$ cat src/sv/urf_pkg.sv
package urf_pkg;

    localparam int RING_DEPTH    = 64;
    localparam int PTR_W         = $clog2(RING_DEPTH);
    localparam int COUNTER_WIDTH = 16;
    localparam int READ_W        = 6;
    localparam int N_W           = (PTR_W > READ_W) ? PTR_W : READ_W;
    localparam int QUEUE_DEPTH   = 4;
    localparam int QPTR_W        = $clog2(QUEUE_DEPTH);

    typedef enum logic [1:0] {
        MODE_LINE  = 2'd0,
        MODE_READ  = 2'd1,
        MODE_PEEK  = 2'd2,
        MODE_FLUSH = 2'd3
    } mode_t;

    typedef enum logic [2:0] {
        ST_STORED    = 3'd0,
        ST_DROPPED   = 3'd1,
        ST_BAD_FRAME = 3'd2,
        ST_DATA      = 3'd3,
        ST_EMPTY     = 3'd4,
        ST_FLUSHED   = 3'd5
    } status_t;

    typedef struct packed {
        mode_t       mode;
        logic [7:0]  rx_byte;
        logic        bad_frame;
        logic [5:0]  read_count;
    } in_word_t;

    typedef struct packed {
        status_t     status;
        logic [7:0]  read_data;
        logic [5:0]  fill_level;
        logic [15:0] ok_total;
        logic [15:0] dropped_total;
        logic [15:0] bad_frame_total;
        logic        last;
    } out_word_t;

    typedef struct packed {
        logic              stream;
        logic              store;
        status_t           status;
        logic [7:0]        data;
        logic [PTR_W-1:0]  addr;
        logic [5:0]        count;
        logic [5:0]        fill_level;
        logic [15:0]       ok_total;
        logic [15:0]       dropped_total;
        logic [15:0]       bad_frame_total;
    } job_t;

    function automatic logic [PTR_W-1:0] held_bytes(input logic [PTR_W-1:0] w,
                                                    input logic [PTR_W-1:0] r);
        logic [PTR_W:0] diff;
        diff = {1'b0, w} - {1'b0, r};
        if (w < r)
        begin
            diff = diff + (PTR_W+1)'(RING_DEPTH);
        end
        return diff[PTR_W-1:0];
    endfunction

    function automatic logic [PTR_W-1:0] ptr_inc(input logic [PTR_W-1:0] p);
        logic [PTR_W-1:0] q;
        if (p == PTR_W'(RING_DEPTH - 1))
        begin
            q = '0;
        end
        else
        begin
            q = p + PTR_W'(1);
        end
        return q;
    endfunction

endpackage

$ cat src/sv/uart_rx_ring_fifo_with_stats.sv
// a line, flush or empty word passes the job queue and is then registered on the result side
// read and peek: the first byte passes the job queue, the ring read register and the result
// register, then one byte per cycle while pop is held; the ring's one read port sets that pace
// input words are taken every cycle while the 4-entry job queue has room
// reset clears pointers, counters, the job queue and the result valid flag; ring bytes are kept
module uart_rx_ring_fifo_with_stats (
    input  logic               clk,
    input  logic               rst_n,
    input  logic               push,
    output logic               full,
    input  urf_pkg::in_word_t  item,
    input  logic               pop,
    output logic               empty,
    output urf_pkg::out_word_t result
);

    logic          q_push;
    logic          q_full;
    logic          q_pop;
    logic          q_empty;
    urf_pkg::job_t q_din;
    urf_pkg::job_t q_dout;

    urf_front u_front (
        .clk      (clk),
        .rst_n    (rst_n),
        .push     (push),
        .full     (full),
        .item     (item),
        .job_push (q_push),
        .job      (q_din),
        .job_full (q_full)
    );

    urf_queue u_queue (
        .clk   (clk),
        .rst_n (rst_n),
        .push  (q_push),
        .full  (q_full),
        .din   (q_din),
        .pop   (q_pop),
        .empty (q_empty),
        .dout  (q_dout)
    );

    urf_back u_back (
        .clk       (clk),
        .rst_n     (rst_n),
        .job       (q_dout),
        .job_empty (q_empty),
        .job_pop   (q_pop),
        .result    (result),
        .empty     (empty),
        .pop       (pop)
    );

endmodule

$ cat src/sv/urf_front.sv
module urf_front (
    input  logic             clk,
    input  logic             rst_n,
    input  logic             push,
    output logic             full,
    input  urf_pkg::in_word_t item,
    output logic             job_push,
    output urf_pkg::job_t    job,
    input  logic             job_full
);

    logic [urf_pkg::PTR_W-1:0]         wptr_reg, wptr_next;
    logic [urf_pkg::PTR_W-1:0]         rptr_reg, rptr_next;
    logic [urf_pkg::COUNTER_WIDTH-1:0] ok_reg, ok_next;
    logic [urf_pkg::COUNTER_WIDTH-1:0] drop_reg, drop_next;
    logic [urf_pkg::COUNTER_WIDTH-1:0] ferr_reg, ferr_next;

    logic                      accept;
    logic [urf_pkg::PTR_W-1:0] held;
    logic [urf_pkg::PTR_W-1:0] wnext;
    logic [urf_pkg::N_W-1:0]   held_ext;
    logic [urf_pkg::N_W-1:0]   want_ext;
    logic [5:0]                n;
    logic [urf_pkg::PTR_W:0]   rsum;
    logic [urf_pkg::PTR_W-1:0] radv;

    assign full     = job_full;
    assign accept   = push && !job_full;
    assign job_push = accept;

    always_comb
    begin
        held     = urf_pkg::held_bytes(wptr_reg, rptr_reg);
        wnext    = urf_pkg::ptr_inc(wptr_reg);
        held_ext = urf_pkg::N_W'(held);
        want_ext = urf_pkg::N_W'(item.read_count);
        n        = (held_ext < want_ext) ? 6'(held_ext) : 6'(want_ext);
        rsum     = {1'b0, rptr_reg} + (urf_pkg::PTR_W+1)'(n);
        if (rsum >= (urf_pkg::PTR_W+1)'(urf_pkg::RING_DEPTH))
        begin
            rsum = rsum - (urf_pkg::PTR_W+1)'(urf_pkg::RING_DEPTH);
        end
        radv = rsum[urf_pkg::PTR_W-1:0];

        wptr_next  = wptr_reg;
        rptr_next  = rptr_reg;
        ok_next    = ok_reg;
        drop_next  = drop_reg;
        ferr_next  = ferr_reg;
        job.stream = 1'b0;
        job.store  = 1'b0;
        job.status = urf_pkg::ST_EMPTY;
        job.data   = item.rx_byte;
        job.addr   = wptr_reg;
        job.count  = n;

        if (accept)
        begin
            case (item.mode)
                urf_pkg::MODE_LINE:
                begin
                    if (item.bad_frame)
                    begin
                        ferr_next  = ferr_reg + urf_pkg::COUNTER_WIDTH'(1);
                        job.status = urf_pkg::ST_BAD_FRAME;
                    end
                    else if (wnext != rptr_reg)
                    begin
                        wptr_next  = wnext;
                        ok_next    = ok_reg + urf_pkg::COUNTER_WIDTH'(1);
                        job.store  = 1'b1;
                        job.status = urf_pkg::ST_STORED;
                    end
                    else
                    begin
                        drop_next  = drop_reg + urf_pkg::COUNTER_WIDTH'(1);
                        job.status = urf_pkg::ST_DROPPED;
                    end
                end
                urf_pkg::MODE_READ, urf_pkg::MODE_PEEK:
                begin
                    if (n != 6'd0)
                    begin
                        job.stream = 1'b1;
                        job.status = urf_pkg::ST_DATA;
                        job.addr   = rptr_reg;
                        if (item.mode == urf_pkg::MODE_READ)
                        begin
                            rptr_next = radv;
                        end
                    end
                end
                urf_pkg::MODE_FLUSH:
                begin
                    wptr_next  = '0;
                    rptr_next  = '0;
                    job.status = urf_pkg::ST_FLUSHED;
                end
                default:
                begin
                    job.status = urf_pkg::ST_EMPTY;
                end
            endcase
        end

        job.fill_level      = 6'(urf_pkg::held_bytes(wptr_next, rptr_next));
        job.ok_total        = 16'(ok_next);
        job.dropped_total   = 16'(drop_next);
        job.bad_frame_total = 16'(ferr_next);
    end

    always_ff @(posedge clk or negedge rst_n)
    begin
        if (!rst_n)
        begin
            wptr_reg <= '0;
            rptr_reg <= '0;
            ok_reg   <= '0;
            drop_reg <= '0;
            ferr_reg <= '0;
        end
        else
        begin
            wptr_reg <= wptr_next;
            rptr_reg <= rptr_next;
            ok_reg   <= ok_next;
            drop_reg <= drop_next;
            ferr_reg <= ferr_next;
        end
    end

endmodule

$ cat src/sv/urf_queue.sv
module urf_queue (
    input  logic          clk,
    input  logic          rst_n,
    input  logic          push,
    output logic          full,
    input  urf_pkg::job_t din,
    input  logic          pop,
    output logic          empty,
    output urf_pkg::job_t dout
);

    urf_pkg::job_t slot_reg [urf_pkg::QUEUE_DEPTH];

    logic [urf_pkg::QPTR_W-1:0] wr_reg, wr_next;
    logic [urf_pkg::QPTR_W-1:0] rd_reg, rd_next;
    logic [urf_pkg::QPTR_W:0]   cnt_reg, cnt_next;
    logic                       do_push;
    logic                       do_pop;

    assign full    = (cnt_reg == (urf_pkg::QPTR_W+1)'(urf_pkg::QUEUE_DEPTH));
    assign empty   = (cnt_reg == '0);
    assign do_push = push && !full;
    assign do_pop  = pop && !empty;
    assign dout    = slot_reg[rd_reg];

    always_comb
    begin
        wr_next  = do_push ? wr_reg + urf_pkg::QPTR_W'(1) : wr_reg;
        rd_next  = do_pop ? rd_reg + urf_pkg::QPTR_W'(1) : rd_reg;
        cnt_next = cnt_reg;
        if (do_push && !do_pop)
        begin
            cnt_next = cnt_reg + (urf_pkg::QPTR_W+1)'(1);
        end
        else if (do_pop && !do_push)
        begin
            cnt_next = cnt_reg - (urf_pkg::QPTR_W+1)'(1);
        end
    end

    always_ff @(posedge clk)
    begin
        if (do_push)
        begin
            slot_reg[wr_reg] <= din;
        end
    end

    always_ff @(posedge clk or negedge rst_n)
    begin
        if (!rst_n)
        begin
            wr_reg  <= '0;
            rd_reg  <= '0;
            cnt_reg <= '0;
        end
        else
        begin
            wr_reg  <= wr_next;
            rd_reg  <= rd_next;
            cnt_reg <= cnt_next;
        end
    end

endmodule

$ cat src/sv/urf_back.sv
module urf_back (
    input  logic               clk,
    input  logic               rst_n,
    input  urf_pkg::job_t      job,
    input  logic               job_empty,
    output logic               job_pop,
    output urf_pkg::out_word_t result,
    output logic               empty,
    input  logic               pop
);

    logic [7:0] ring [urf_pkg::RING_DEPTH];

    logic                      out_valid_reg, out_valid_next;
    urf_pkg::out_word_t        out_reg, out_next;
    logic                      busy_reg, busy_next;
    logic                      pend_reg, pend_next;
    logic                      pend_last_reg, pend_last_next;
    urf_pkg::job_t             cur_reg, cur_next;
    logic [urf_pkg::PTR_W-1:0] raddr_reg, raddr_next;
    logic [5:0]                left_reg, left_next;
    logic [7:0]                rdata_reg;

    logic out_load;
    logic pend_go;
    logic issue;
    logic take;

    assign result  = out_reg;
    assign empty   = !out_valid_reg;
    assign job_pop = take;

    always_comb
    begin
        out_load = !out_valid_reg || pop;
        pend_go  = pend_reg && out_load;
        issue    = busy_reg && (!pend_reg || pend_go);
        take     = !job_empty && !busy_reg && !pend_reg && (job.stream || out_load);

        out_next       = out_reg;
        out_valid_next = out_valid_reg && !pop;
        busy_next      = busy_reg;
        pend_next      = pend_reg;
        pend_last_next = pend_last_reg;
        cur_next       = cur_reg;
        raddr_next     = raddr_reg;
        left_next      = left_reg;

        if (pend_go)
        begin
            out_next.status          = urf_pkg::ST_DATA;
            out_next.read_data       = rdata_reg;
            out_next.fill_level      = cur_reg.fill_level;
            out_next.ok_total        = cur_reg.ok_total;
            out_next.dropped_total   = cur_reg.dropped_total;
            out_next.bad_frame_total = cur_reg.bad_frame_total;
            out_next.last            = pend_last_reg;
            out_valid_next           = 1'b1;
            pend_next                = 1'b0;
        end
        else if (take && !job.stream)
        begin
            out_next.status          = job.status;
            out_next.read_data       = 8'd0;
            out_next.fill_level      = job.fill_level;
            out_next.ok_total        = job.ok_total;
            out_next.dropped_total   = job.dropped_total;
            out_next.bad_frame_total = job.bad_frame_total;
            out_next.last            = 1'b1;
            out_valid_next           = 1'b1;
        end

        if (take && job.stream)
        begin
            busy_next  = 1'b1;
            cur_next   = job;
            raddr_next = job.addr;
            left_next  = job.count;
        end

        if (issue)
        begin
            pend_next      = 1'b1;
            pend_last_next = (left_reg == 6'd1);
            raddr_next     = urf_pkg::ptr_inc(raddr_reg);
            left_next      = left_reg - 6'd1;
            if (left_reg == 6'd1)
            begin
                busy_next = 1'b0;
            end
        end
    end

    always_ff @(posedge clk)
    begin
        if (take && job.store)
        begin
            ring[job.addr] <= job.data;
        end
        if (issue)
        begin
            rdata_reg <= ring[raddr_reg];
        end
    end

    always_ff @(posedge clk)
    begin
        out_reg   <= out_next;
        cur_reg   <= cur_next;
        raddr_reg <= raddr_next;
        left_reg  <= left_next;
    end

    always_ff @(posedge clk or negedge rst_n)
    begin
        if (!rst_n)
        begin
            out_valid_reg <= 1'b0;
            busy_reg      <= 1'b0;
            pend_reg      <= 1'b0;
            pend_last_reg <= 1'b0;
        end
        else
        begin
            out_valid_reg <= out_valid_next;
            busy_reg      <= busy_next;
            pend_reg      <= pend_next;
            pend_last_reg <= pend_last_next;
        end
    end

endmodule

$ cat config.mk
export PLATFORM = sky130hd
export DESIGN_NAME = uart_rx_ring_fifo_with_stats
export DESIGN_NICKNAME = d
export VERILOG_FILES = /design/src/sv/urf_pkg.sv /design/src/sv/uart_rx_ring_fifo_with_stats.sv /design/src/sv/urf_front.sv /design/src/sv/urf_queue.sv /design/src/sv/urf_back.sv
export SDC_FILE = /design/constraint.sdc
export NUM_CORES = 1
export LEC_CHECK = 0
export ABC_CLOCK_PERIOD_IN_PS = 6350
export BUFFER_PORTS_ARGS = -buffer_cell sky130_fd_sc_hd__clkbuf_2
export CAP_MARGIN = 10
export CORE_MARGIN = 2
export CORE_UTILIZATION = 35
export DETAILED_ROUTE_END_ITERATION = 10
export PLACE_DENSITY = 0.51
export SLEW_MARGIN = 15
export SYNTH_ARGS = -nofsm -noshare
export SYNTH_HDL_FRONTEND = slang
export SYNTH_SLANG_ARGS = --single-unit
$ cat constraint.sdc
create_clock -name clk -period 6.35 [get_ports clk]
set_input_delay 1.27 -clock clk [delete_from_list [all_inputs] [get_ports clk]]
set_output_delay 1.27 -clock clk [all_outputs]
set_load 0.03 [all_outputs]
==> key figures <==
Run status
  – Outcome: finished, final reports clean

Routing
  – Met3 routed WL: 5300 um
  – 1st-pass router iterations: 5
  – Max layer used: met5
  – Residual DRC: 0
  – Via density: 5.14
  – Starting DRT DRC Count: 1657
  – Drt wl/cell: 23.4 um
  – Wire length on met1: 41400 um
  – Total length of routed wires: 95400 um
  – Antenna Nets Post-Route: 0
  – Via count: 20900
  – WL met2: 46300 um

Synth
  – Cells after Synth: 2322
  – Compound-Gate Fraction of Synth Area: 3.81%
  – Synth Register Bits: 1039
  – Main combinational cell family by area after synthesis: multiplexers
  – Post-synth ARST share: 6.83%
  – Distinct cell type count after synthesis: 69
  – Adder-Cell Fraction of Synth Area: 1.29%
  – Ys flop type: edfxtp_1
  – Post-Synth Simple-Gate Area: 5.20%
  – Number of synthesized flops with an enable pin: 965
  – Syn Area/Cell: 17.7 um^2
  – Mux cell area share after synthesis: 11.9%
  – Syn_nets: 2383
  – Xor/xnor share of the synthesized area: 1.53%
  – Mapped Area: 41200 um^2
  – Post-synthesis sequential area ratio: 74.8%
  – YS warnings: 0

Global route
  – Antenna violations before repair: 8
  – First-pass GRT wire length: 142000 um
  – Largest net degree at the start of global routing: 108
  – Overall routing resource usage: 15.8%
  – GR Overflow Total: 0
  – Vias in the first global route: 21700

Floorplanning
  – Ports: 89
  – FP Rows: 125
  – Die Area: 120000 um^2
  – Die H: 347 um
  – Core Area: 116000 um^2
  – Die X: 347 um
  – Starting Density: 35.4%

Layout
  – Most common cell after layout, fill and taps aside: edfxtp_1
  – Fillers: 10500
  – Synth-to-Final Area Change: 14.2%
  – Nets: 2513
  – Commonest non-fill, non-tap cells in the layout: edfxtp_1 (965), nand2_1 (257), mux4_2 (149)
  – Fraction of layout cells with a size suffix above 1: 20.1%
  – Max reg flops: 512

Timing
  – Final Hold Viols: 0
  – Final setup vio count: 0
  – Achievable Freq: 171 MHz
  – Tcrit/Tclk final: 92.1%
  – Max Slew Vio Count: 0
  – Worst-Margin Slew: 1190 ps
  – Fin Setup TNS: 0 ps
  – Final setup skew: 46.2 ps
  – Min Hold Slack: 498 ps
  – Slew headroom: 20.6%
  – Tmin final: 5850 ps
  – RSZ-0062 raised after global routing: no

Flow run
  – Max-cap viol count: 0

Power and ir drop
  – VDD IR max: 0.000340 V
  – Power Dens Cells: 498 nW/um^2
  – Leak: 16.2 nW
  – Overall power: 23.4 mW

Placed design
  – Detailed placement HPWL: 57200 um
  – Routability cong.: 0.801
  – Number of port buffers: 88

Critical path
  – CP Max Fanout: 8
  – Data arrival, critical path: 6350 ps
  – Setup crit end kind: flip-flop
  – Delay of the slowest cell on the worst path: 530 ps
  – Delay-heaviest family, CP: adder cells
  – CP Class: reg2reg
  – Slowest-stage cell, CP: o21ai_0
  – CP Cell Sequence: inv_1, ha_1, inv_1, fa_1, a21o_1, a21oi_1, xnor2_1, ha_1, o21a_1, a21oi_1, o21ai_1, o21ai_0, ha_1, inv_1, fa_1, xnor2_1, a22oi_1, ha_1, o21ai_0, nand2b_1, a21o_1, a21oi_1, xor2_1, xor2_1
  – Most used cell, CP: ha_1
  – Startpoint types: flip-flop
  – WP data required: 6860 ps
  – Buf+Inv Stages, Crit Path: 3

Clocking
  – Clk buf depth: 3
  – Hold Buf Count CTS: 0
  – Post-CTS setup buffer count: 0
  – H-tree levels: 3
  – CTS tree: built
  – Reg clk slew, reported paths: 60 ps
  – Clk Latency, worst-skew pair: 690 ps
  – # resized after CTS: 0
  – TritonCTS buffer count: 108
  – CTS Root Cell: clkbuf_16
  – Clk sinks: 1039

Min path
  – Worst min path class: reg2reg
-- cells by family (layout without fill, tap and decap cells) --
group	Yosys count	in the layout
mux	297	297
compound gates	248	248
buf+inv	145	369
fa+ha+maj	40	40
xor+xnor	72	72
other cells	0	2
simple gates	481	481
flops	1039	1039
-- final cells by class --
class | count | area (um^2) | area share [%]
Clock inverter | 52 | 607 | 1.29
Timing Repair Buffer | 121 | 703 | 1.50
Multi-Input combinational cell | 1138 | 9800 | 20.8
Tap cell | 1524 | 1910 | 4.06
Sequential cell | 1039 | 30800 | 65.6
Clock buffer | 152 | 3000 | 6.38
Inverter | 44 | 168 | 0.357
Antenna cell | 2 | 5.00 | 0.0106
-- power breakdown --
group / leakage (nW) / internal [mW] / switching (mW)
Combinational: 4.50 / 2.43 / 4.77
Clock: 1.76 / 3.75 / 2.63
Sequential: 9.94 / 9.34 / 0.480
-- metal layers --
metal / global-route usage (%) / vias to the layer above
met5: 0 / -
met4: 4.80 / 8
met3: 3.26 / 153
met2: 25.9 / 524
met1: 21.1 / 10900
li1: - / 9359
-- per-stage QoR --
stage	utilization, %	instance area (um^2)	setup WS, ps	cells
after CTS	40.4	47000	531	4070
after floorplan	-	41200	1090	2322
after detailed placement	37.3	43400	560	3866
after global routing	40.4	47000	8.75	4072
final	40.4	47000	502	4072
after global placement	37.3	43400	678	3866
-- worst register-to-register path, cell delays in order, from the launching register on --
cell      delay, ps
dfrtp_1         470
inv_1           130
ha_1            170
inv_1            60
fa_1            390
a21o_1          170
a21oi_1         170
xnor2_1         260
ha_1            320
o21a_1          210
a21oi_1         140
o21ai_1         100
o21ai_0         530
ha_1            310
inv_1            70
fa_1            440
xnor2_1         260
a22oi_1         130
ha_1            380
o21ai_0          90
nand2b_1        110
a21o_1          180
a21oi_1         170
xor2_1          180
xor2_1          260
-- cell usage after synthesis (2+ instances only) --
library cell,instances,area (um^2)
edfxtp_1,965,29000
o221ai_1,33,289
a21o_1,6,45.0
a22oi_1,6,45.0
o22ai_1,34,213
buf_2,22,110
inv_1,42,158
nand4_1,12,75.1
and2_1,14,87.6
nor3_1,7,35.0
a211oi_1,2,15.0
nand2b_1,9,56.3
a21oi_1,86,430
nor4_1,3,18.8
buf_1,16,60.1
o21ai_1,2,10.0
nand3_2,5,50.1
o21ai_0,49,245
or2_2,5,31.3
and3_1,22,138
clkbuf_1,61,229
a31oi_1,2,12.5
a211o_1,2,17.5
nand3_1,22,110
xor2_1,24,210
xnor2_1,48,420
fa_1,4,80.1
dfxtp_1,3,60.1
or3_1,5,31.3
o21a_1,4,30.0
buf_4,2,15.0
mux2_2,45,507
ha_1,36,450
nor2b_1,9,56.3
a2111oi_0,2,17.5
a22o_1,5,43.8
nand2_1,258,968
nor2_1,98,368
and4_1,2,17.5
dfrtp_1,71,1780
mux2i_1,102,1020
mux4_2,150,3380
-- path summary, 6_finish.rpt --
| kind | startpoint | endpoint | slack (ps) | depth (start not counted) |
|---|---|---|---|---|
| max reg2reg | u_front.wptr_reg[0]$_DFF_PN0_ | u_queue.slot_reg[2][53]$_DFFE_PP_ | 500 | 24 |
| min reg2reg | u_back.pend_last_reg$_DFFE_PN0P_ | u_back.pend_last_reg$_DFFE_PN0P_ | 500 | 2 |
| min | u_back.pend_last_reg$_DFFE_PN0P_ | u_back.pend_last_reg$_DFFE_PN0P_ | 500 | 2 |
| min in group asynchronous | rst_n | u_front.ok_reg[10]$_DFF_PN0_ | 510 | 1 |
| max | u_front.wptr_reg[0]$_DFF_PN0_ | u_queue.slot_reg[2][53]$_DFFE_PP_ | 500 | 24 |
| max in group asynchronous | rst_n | u_queue.rd_reg[0]$_DFFE_PN0P_ | 4730 | 2 |
(Power assumes the default switching activity.)
